## config.mk

```make
export PLATFORM = sky130hd
export DESIGN_NAME = epoch_date_time_converter
export DESIGN_NICKNAME = d
export VERILOG_FILES = /design/src/rtl/core/edtc_pkg.sv /design/src/rtl/core/epoch_date_time_converter.sv /design/src/rtl/core/edtc_pipe.sv
export SDC_FILE = /design/constraint.sdc
export NUM_CORES = 2
export LEC_CHECK = 0
export CORE_ASPECT_RATIO = 1.4
export CORE_MARGIN = 3
export CORE_UTILIZATION = 53
export DETAILED_ROUTE_END_ITERATION = 10
export DONT_BUFFER_PORTS = 1
export PLACE_DENSITY = 0.82
export SLEW_MARGIN = 20
export SYNTH_ARGS = -nofsm -noshare
export SYNTH_HDL_FRONTEND = slang
export SYNTH_HIERARCHICAL = 1
export SYNTH_SLANG_ARGS = --single-unit
```

## constraint.sdc

```tcl
create_clock -name clk -period 8.4 [get_ports clk]
set_input_delay 0.42 -clock clk [delete_from_list [all_inputs] [get_ports clk]]
set_output_delay 0.42 -clock clk [all_outputs]
set_load 0.02 [all_outputs]
```

## src/rtl/core/edtc_pkg.sv

```systemverilog
`timescale 1ns / 1ps

package edtc_pkg;

  typedef enum logic {
    ACT_DECODE = 1'b0,
    ACT_ENCODE = 1'b1
  } action_t;

  typedef struct packed {
    action_t     action;
    logic [31:0] seconds_in;
    logic [6:0]  year_in;
    logic [3:0]  month_in;
    logic [4:0]  day_in;
    logic [4:0]  hour_in;
    logic [5:0]  minute_in;
    logic [5:0]  second_in;
  } req_t;

  typedef struct packed {
    logic [31:0] seconds_out;
    logic [6:0]  year_out;
    logic [3:0]  month_out;
    logic [4:0]  day_out;
    logic [4:0]  hour_out;
    logic [5:0]  minute_out;
    logic [5:0]  second_out;
    logic        out_of_range;
  } rsp_t;

  localparam int PIPE_DEPTH = 7;

  localparam logic [31:0] SECS_PER_DAY   = 32'd86400;
  localparam logic [16:0] SECS_PER_HOUR  = 17'd3600;
  localparam logic [11:0] SECS_PER_MIN   = 12'd60;
  localparam logic [31:0] LAST_SECOND    = 32'd3786911999;
  localparam logic [6:0]  LAST_YEAR      = 7'd119;
  localparam logic [3:0]  LAST_MONTH     = 4'd11;
  localparam logic [4:0]  LAST_HOUR      = 5'd23;
  localparam logic [5:0]  LAST_MIN_SEC   = 6'd59;
  localparam logic [15:0] DAYS_PER_GROUP = 16'd1461;
  localparam logic [10:0] DAYS_LEAP_YEAR = 11'd366;
  localparam logic [10:0] DAYS_PER_YEAR  = 11'd365;

  // reciprocals, exact over the operand ranges used
  localparam logic [25:0] DAY_RECIP   = 26'd50903317;  // 2^35 / 675
  localparam logic [15:0] GROUP_RECIP = 16'd45934;     // 2^26 / 1461
  localparam logic [16:0] HOUR_RECIP  = 17'd74566;     // 2^28 / 3600
  localparam logic [12:0] MIN_RECIP   = 13'd4370;      // 2^18 / 60

  function automatic logic [8:0] month_start(input logic leap, input logic [3:0] m);
    logic [8:0] base;
    unique case (m)
      4'd0:    base = 9'd0;
      4'd1:    base = 9'd31;
      4'd2:    base = 9'd59;
      4'd3:    base = 9'd90;
      4'd4:    base = 9'd120;
      4'd5:    base = 9'd151;
      4'd6:    base = 9'd181;
      4'd7:    base = 9'd212;
      4'd8:    base = 9'd243;
      4'd9:    base = 9'd273;
      4'd10:   base = 9'd304;
      4'd11:   base = 9'd334;
      default: base = 9'd0;
    endcase
    return (leap && m >= 4'd2 && m <= LAST_MONTH) ? base + 9'd1 : base;
  endfunction

  function automatic logic [4:0] month_len(input logic leap, input logic [3:0] m);
    logic [4:0] len;
    unique case (m)
      4'd1:                    len = leap ? 5'd29 : 5'd28;
      4'd3, 4'd5, 4'd8, 4'd10: len = 5'd30;
      default:                 len = 5'd31;
    endcase
    return len;
  endfunction

endpackage

```

## src/rtl/core/epoch_date_time_converter.sv

```systemverilog
`timescale 1ns / 1ps

// Converts between seconds since 1980-01-01 00:00:00 and zero-based calendar
// fields. Each request word on req carries an action: decode splits
// seconds_in into year, month, day, hour, minute and second; encode packs the
// calendar fields into seconds_out. Out-of-range input (past 2099 or a bad
// field) sets out_of_range with all other result fields zero.
// Each accepted request yields exactly one response word on rsp, in order.
// The datapath has seven register stages (input, five arithmetic stages,
// output); rsp_valid rises once a word has passed through all of them.
// The pipeline takes one word per cycle while rsp_ready is high.
// When rsp holds an untaken word, the whole pipeline freezes and req_ready
// drops; it rises again in the cycle rsp_ready returns.
// Reset (rst, synchronous) empties the pipeline; words in flight are dropped.

module epoch_date_time_converter import edtc_pkg::*; (
  input  logic clk,
  input  logic rst,
  input  logic req_valid,
  output logic req_ready,
  input  req_t req,
  output logic rsp_valid,
  input  logic rsp_ready,
  output rsp_t rsp
);

  logic [PIPE_DEPTH-1:0] vld;
  logic                  en;

  assign en        = !vld[PIPE_DEPTH-1] || rsp_ready;
  assign req_ready = en;
  assign rsp_valid = vld[PIPE_DEPTH-1];

  always_ff @(posedge clk) begin
    if (rst) begin
      vld <= '0;
    end else if (en) begin
      vld <= {vld[PIPE_DEPTH-2:0], req_valid};
    end
  end

  edtc_pipe u_pipe (
    .clk (clk),
    .en  (en),
    .req (req),
    .rsp (rsp)
  );

`ifndef ASSERT_OFF
  a_oor_clear : assert property (@(posedge clk) disable iff (rst)
    rsp_valid && rsp.out_of_range |->
      rsp.seconds_out == '0 && rsp.year_out == '0 && rsp.month_out == '0 &&
      rsp.day_out == '0 && rsp.hour_out == '0 && rsp.minute_out == '0 &&
      rsp.second_out == '0)
    else $error("out_of_range word carries nonzero fields");

  a_one_dir : assert property (@(posedge clk) disable iff (rst)
    rsp_valid |-> rsp.seconds_out == '0 ||
      (rsp.year_out == '0 && rsp.month_out == '0 && rsp.day_out == '0 &&
       rsp.hour_out == '0 && rsp.minute_out == '0 && rsp.second_out == '0))
    else $error("encode and decode fields both set");

  a_ranges : assert property (@(posedge clk) disable iff (rst)
    rsp_valid && !rsp.out_of_range |->
      rsp.month_out <= LAST_MONTH && rsp.hour_out <= LAST_HOUR &&
      rsp.minute_out <= LAST_MIN_SEC && rsp.second_out <= LAST_MIN_SEC &&
      rsp.year_out <= LAST_YEAR && rsp.seconds_out <= LAST_SECOND)
    else $error("decoded field out of range");
`endif

endmodule

```

## src/rtl/core/edtc_pipe.sv

```systemverilog
`timescale 1ns / 1ps

module edtc_pipe import edtc_pkg::*; (
  input  logic clk,
  input  logic en,
  input  req_t req,
  output rsp_t rsp
);

  typedef struct packed {
    req_t        req;
    logic [15:0] days;
    logic [16:0] tod;
    logic [5:0]  grp;
    logic [10:0] rem;
    logic [4:0]  hour;
    logic [11:0] hrem;
    logic [1:0]  yoff;
    logic [8:0]  doy;
    logic        leap;
    logic [5:0]  minute;
    logic [3:0]  month;
    logic [4:0]  day;
    logic [6:0]  year;
    logic        enc_bad;
    logic [15:0] enc_days;
    logic [16:0] hms;
    logic [31:0] total;
  } pipe_t;

  req_t  p0;
  pipe_t p1, p2, p3, p4, p5;
  pipe_t p1_next, p2_next, p3_next, p4_next, p5_next;
  rsp_t  rsp_next;

  logic [50:0] day_prod;
  logic [31:0] grp_prod;
  logic [33:0] hour_prod;
  logic [24:0] min_prod;
  logic [31:0] day_secs;
  logic [10:0] rem_y;
  logic        leap_e;
  logic [7:0]  year_p3;
  logic [3:0]  mcount;
  logic [5:0]  second;

  // day count, encode prep
  always_comb begin
    p1_next     = '0;
    p1_next.req = p0;
    day_prod    = 51'(p0.seconds_in[31:7]) * 51'(DAY_RECIP);
    p1_next.days = day_prod[50:35];
    leap_e      = (p0.year_in[1:0] == 2'd0);
    year_p3     = 8'(p0.year_in) + 8'd3;
    p1_next.enc_bad = (p0.year_in > LAST_YEAR) || (p0.month_in > LAST_MONTH) ||
                      (p0.hour_in > LAST_HOUR) || (p0.minute_in > LAST_MIN_SEC) ||
                      (p0.second_in > LAST_MIN_SEC) ||
                      (p0.day_in >= month_len(leap_e, p0.month_in));
    p1_next.enc_days = 16'(p0.year_in) * 16'd365 + 16'(year_p3[7:2]) +
                       16'(month_start(leap_e, p0.month_in)) + 16'(p0.day_in);
    p1_next.hms = 17'(p0.hour_in) * SECS_PER_HOUR + 17'(p0.minute_in) * 17'd60 +
                  17'(p0.second_in);
  end

  // time of day, four-year group
  always_comb begin
    p2_next     = p1;
    day_secs    = 32'(p1.days) * SECS_PER_DAY;
    p2_next.tod = 17'(p1.req.seconds_in - day_secs);
    grp_prod    = 32'(p1.days) * 32'(GROUP_RECIP);
    p2_next.grp = grp_prod[31:26];
  end

  // day within group, hour, encoded total
  always_comb begin
    p3_next      = p2;
    p3_next.rem  = 11'(p2.days - 16'(p2.grp) * DAYS_PER_GROUP);
    hour_prod    = 34'(p2.tod) * 34'(HOUR_RECIP);
    p3_next.hour = hour_prod[32:28];
    p3_next.total = 32'(p2.enc_days) * SECS_PER_DAY + 32'(p2.hms);
  end

  // year within group, seconds within hour
  always_comb begin
    p4_next      = p3;
    p4_next.hrem = 12'(p3.tod - 17'(p3.hour) * SECS_PER_HOUR);
    rem_y        = p3.rem - DAYS_LEAP_YEAR;
    if (p3.rem < DAYS_LEAP_YEAR) begin
      p4_next.yoff = 2'd0;
      p4_next.doy  = 9'(p3.rem);
      p4_next.leap = 1'b1;
    end else if (rem_y < DAYS_PER_YEAR) begin
      p4_next.yoff = 2'd1;
      p4_next.doy  = 9'(rem_y);
      p4_next.leap = 1'b0;
    end else if (rem_y < 11'd730) begin
      p4_next.yoff = 2'd2;
      p4_next.doy  = 9'(rem_y - DAYS_PER_YEAR);
      p4_next.leap = 1'b0;
    end else begin
      p4_next.yoff = 2'd3;
      p4_next.doy  = 9'(rem_y - 11'd730);
      p4_next.leap = 1'b0;
    end
  end

  // month, day of month, minute, year
  always_comb begin
    p5_next = p4;
    mcount  = 4'd0;
    for (int k = 1; k <= 11; k++) begin
      if (month_start(p4.leap, 4'(k)) <= p4.doy) begin
        mcount = mcount + 4'd1;
      end
    end
    p5_next.month  = mcount;
    p5_next.day    = 5'(p4.doy - month_start(p4.leap, mcount));
    min_prod       = 25'(p4.hrem) * 25'(MIN_RECIP);
    p5_next.minute = min_prod[23:18];
    p5_next.year   = 7'({p4.grp, 2'b00} + 8'(p4.yoff));
  end

  // second, result select
  always_comb begin
    rsp_next = '0;
    second   = 6'(p5.hrem - 12'(p5.minute) * SECS_PER_MIN);
    if (p5.req.action == ACT_ENCODE) begin
      if (p5.enc_bad) begin
        rsp_next.out_of_range = 1'b1;
      end else begin
        rsp_next.seconds_out = p5.total;
      end
    end else if (p5.req.seconds_in > LAST_SECOND) begin
      rsp_next.out_of_range = 1'b1;
    end else begin
      rsp_next.year_out   = p5.year;
      rsp_next.month_out  = p5.month;
      rsp_next.day_out    = p5.day;
      rsp_next.hour_out   = p5.hour;
      rsp_next.minute_out = p5.minute;
      rsp_next.second_out = second;
    end
  end

  always_ff @(posedge clk) begin
    if (en) begin
      p0  <= req;
      p1  <= p1_next;
      p2  <= p2_next;
      p3  <= p3_next;
      p4  <= p4_next;
      p5  <= p5_next;
      rsp <= rsp_next;
    end
  end

endmodule
```

-- Word-level counts from Yosys, hierarchy flattened
Memories as Yosys holds them, arrays and structs flattened. A register that Yosys moved wholly into a read port is not among the register bits.
Cells that the tools add are included.
- add/subtract/negate cells: 28
- multiply operators: 12
- $lt $le $gt $ge: 25
- eq/ne operators: 5
- multiplexer cells: 32
- bitwise gates (word level): 1
- reduce and logical (&&, ||, !) cells: 16
- operator list (kind ; count):
    $mul A25 B26 Y51 const B ; 1
    $mux W4 ; 12
    $add A4 B1 Y4 const B ; 9
    $le A8 B9 Y1 ; 4
    $add A32 B17 Y32 ; 1
    $gt A32 B32 Y1 const B ; 1
    $mul A17 B16 Y32 const B ; 1
    $mul A16 B15 Y31 const B ; 1
    $le A9 B9 Y1 ; 3
    $mul A16 B10 Y25 const B ; 1
    $mul A12 B12 Y23 const B ; 1
    $lt A11 B9 Y1 const B ; 2
    $mux W11 ; 2
    $le A7 B9 Y1 ; 2
    $add A17 B12 Y17 ; 1
    $add A17 B6 Y17 ; 1
    $sub A17 B17 Y17 ; 1
    $add A16 B5 Y16 ; 1
    $add A16 B6 Y16 ; 1
    $add A16 B9 Y16 ; 1
    $mul A16 B10 Y10 const B ; 1
    $mul A7 B9 Y16 const B ; 1
    $mul A5 B8 Y13 const B ; 1
    $gt A6 B6 Y1 const B ; 2
    43 further kinds ; 67
- register bits after elaboration: 621
- memory bits (read-only): 288
- input port bits: 70
- output and inout port bits: 68
- logic and storage cells: 181
- memories: 2
- memories (memory ; depth ; width ; read ports ; clocked after Yosys merged registers in ; wr ports ; line ; source):
    (no name shown) ; 16 ; 9 ; 1 ; 0 ; 0 ; edtc_pkg.sv:54 ; unique case (m)
    (no name shown) ; 16 ; 9 ; 1 ; 1 ; 0 ; edtc_pkg.sv:54 ;

-- Depth between registers and ports, before layout
- depth in word-level cells: 27
- mapped depth: 45
- gate-level depth less buffers: 45

-- By module
Netlist, hierarchy kept.
- modules (own cells, without submodules) (module ; instances ; cells each ; area an instance (um2) ; seq. area each (um2)):
    edtc_pipe ; 1 ; 3945 ; 48964.5 ; 17957.2
    epoch_date_time_converter ; 1 ; 24 ; 270.3 ; 140.1

-- Worst setup path before layout
OpenSTA, ideal clock, no wires.
- path type: register to register
- start: register vld[6]
- end: register (tool-made name)
- library setup time: 0.122 ns
- data arrival time: 8.312 ns
- required time: 8.278 ns
- setup slack: -0.034 ns
- cell stages (with the launch flop): 10
- buffers on the path: 1
- clock period less this slack: 8.434 ns
- path through: dfxtp_1 > nor2b_4 > inv_2 > clkbuf_1 > mux2_2 > inv_1 > ha_1 > nor2_1 > a21oi_1 > o21ai_0
- RTL lines (element ; line ; source):
    start: declaration ; epoch_date_time_converter.sv:27 ; logic [PIPE_DEPTH-1:0] vld;
    start signal: assignment ; epoch_date_time_converter.sv:38 ; vld <= {vld[PIPE_DEPTH-2:0], req_valid};

==> flow_summary_export.csv <==
group,metric,value,unit
sta,fmax,122,MHz
floorplanning,rows,131,
sta,fin_skew,0.0194,ns
sta,rsz0062_at_grt,"yes",
floorplanning,die_y,367,µm
finish,fillCellCount,7073,
logic_synthesis,netlist_instances,3969,
routing,firstDrtPassIters,7,
min_path,hp-class,"input pin to flop",
routing,postRouteAntennaNets,0,
floorplanning,coreArea,91600,µm²
logic_synthesis,syn_area,49200,µm²
logic_synthesis,yosysTopAreaCellShare,36.1,%
logic_synthesis,synth_most_common_cell,"ha_1",
global_routing,grt_start_max_net_pins,163,
clock_tree,clockBufferDepth,3,
logic_synthesis,synth_common_cells,"ha_1, inv_1, edfxtp_1, fa_1, xnor2_1",
logic_synthesis,seq_area_frac_synth,36.8,%
global_routing,antenna_found_initial,4,
global_routing,grt_pass1_vias,31200,
placement,io_buffer_count,0,
flow_run,cap_violations,0,
clock_tree,htreeDepth,3,
floorplanning,dieArea,96600,µm²
logic_synthesis,netlist.top_cell.by_area,"edfxtp_1",
floorplanning,initial_core_util,53.7,%
worst_setup_path,cp.required,8.76,ns
finish,area_delta_synth_final,10.4,%
routing,drtIter0Drc,1225,
routing,drc,0,
worst_setup_path,endpoint_kind,"flop",
logic_synthesis,syn_avg_cell_area,12.4,µm²
placement,place_congestion,0.913,
global_routing,grt-ovfl-total,0,
clock_tree,cts_tree,"yes",
floorplanning,io_pins,138,
logic_synthesis,syn_nets,5405,
worst_setup_path,arrival,8.56,ns
logic_synthesis,ys.flop_type,"edfxtp_1",
clock_tree,clk_latency,0.63,ns
worst_setup_path,crit_type,"flop to flop",
sta,min_period_over_period,97.7,%
logic_synthesis,ys.warnings.count,6,
clock_tree,clk_pin_slew_worst_paths,0.07,ns
worst_setup_path,cpMaxStageDelayCell,"edfxtp_1",
placement,dp_hpwl,72700,µm
run_status,status,"completed",
routing,routedWlPerCell,17.2,µm
worst_setup_path,cp-start-kind,"flop",
finish,drive_gt1_share,5.90,%
clock_tree,clock-sinks,608,
global_routing,grtUsageTotal,19.9,%
routing,wirelength,93100,µm
logic_synthesis,synthArstFlopShare,0,%
finish,multi_input_area,28200,µm²
finish,nNetsFinal,5592,
clock_tree,cts_root_buf,"clkbuf_16",
floorplanning,fp.dieW,264,µm
sta,period_minus_slack,8.21,ns
logic_synthesis,synth_cell_types,87,
sta,hold_viol,0,
sta,relSlewSlack,31.2,%
worst_setup_path,crit_fanout,5,
sta,slew_viol_final,0,
logic_synthesis,ys_ff_latch,608,
routing,vias,28600,
finish,final_area,54300,µm²
finish,regArea,18100,µm²
sta,worstMarginPinSlew,1.03,ns
finish,final_cells,5402,
placement,placed_area,51100,µm²
worst_setup_path,cp_slowest_stage_delay,0.38,ns
logic_synthesis,synth_area_leaders,"edfxtp_1, ha_1, fa_1, inv_1, xnor2_1",
clock_tree,cts_made_buffers,66,
global_routing,grt_pass1_wl,155000,µm
worst_setup_path,crit_top_cell,"ha_4",
logic_synthesis,synth_edf_count,592,
routing,vias_per_cell,5.30,
sta,setup_violations,0,
placement,dpl.cell_count,5200,
[cells by family after synthesis]
logic type,after synthesis,synth area share [%]
compound gates,422,5.53
simple gates,450,4.82
buf+inv,864,6.61
mux,25,0.546
xor+xnor,234,4.25
flops,608,36.8
fa+ha+maj,1366,41.5
[state kept, by name, summed over array words and instances, names as in the netlist, named ones only]
name        cells
u_pipe/p0      66
u_pipe/p1      83
u_pipe/p2      94
u_pipe/p3      92
u_pipe/p4      96
u_pipe/p5      95
u_pipe/rsp     66
vld             7
[final timing paths]
check	start	to	slack [ns]	cells past startpoint
setup / recovery	u_pipe/p4[90]$_DFFE_PP_	u_pipe/p5[77]$_DFFE_PP_	0.19	43
hold / removal	req[25]	flop	0.10	2
setup reg to reg	u_pipe/p4[90]$_DFFE_PP_	u_pipe/p5[77]$_DFFE_PP_	0.19	43
hold reg to reg	u_pipe/p4[98]$_SDFFCE_PP0P_	u_pipe/p5[66]$_DFFE_PP_	0.41	0
[through the flow]
stage	util (%)	setup TNS (ns)	hold WS, ns	setup WS, ns
floorplan	-	0	0.400	0.161
global placement	55.8	-0.0179	0.401	-0.0179
detailed placement	55.8	-0.341	0.405	-0.323
CTS	58.9	0	0.0346	0.0110
global route	59.3	-0.261	0.0959	-0.261
finish	59.3	0	0.104	0.193
[critical path: cells and delay by family (launching register included)]
family	cells	cell delay, ns
mux	2	0.35
flops	1	0.38
simple gates	12	2.25
buf+inv	7	0.73
xor+xnor	6	0.88
fa+ha+maj	7	1.78
compound gates	9	1.56
[final cells by class]
| cell class | instances | area share [%] |
|---|---|---|
| diodes | 1 | 0.00460 |
| clock buffers | 75 | 3.14 |
| clock inverters | 41 | 0.737 |
| inverters | 841 | 5.84 |
| multi-input cells | 2497 | 51.9 |
| flip-flops and latches | 608 | 33.3 |
| well taps | 1197 | 2.76 |
| repair buffers | 142 | 2.35 |
[routing by layer]
metal / GRT usage, % / routed length, µm
met5: 0 / 27
met1: 23.0 / 36800
met3: 2.69 / 3200
met2: 36.7 / 49300
met4: 8.42 / 3870
[timing repair]
item                                   CTS  global route
endpoints found under the hold margin   73             0
hold buffers                            69             0
pin swaps                                9            40
resized for setup                       14            47
setup buffers                            5            11
setup endpoints to repair                2             6
gates cloned                             0             0
[layout by cell type, fill, tap and decap left out, drive strengths merged, types with 26 or more instances in the layout]
cell type,count
o21bai,32
nor2,101
nor2b,26
clkbuf,75
xnor2,178
xor2,54
a21o,60
buf,73
edfxtp,592
nor3,33
inv,847
and2,77
nand2,77
o21ai,63
fa,444
ha,922
dlygate4sd3,69
a21oi,148
Power is not shown: default switching activity piles up to over one toggle a cycle in this logic, so the estimate is an artifact.
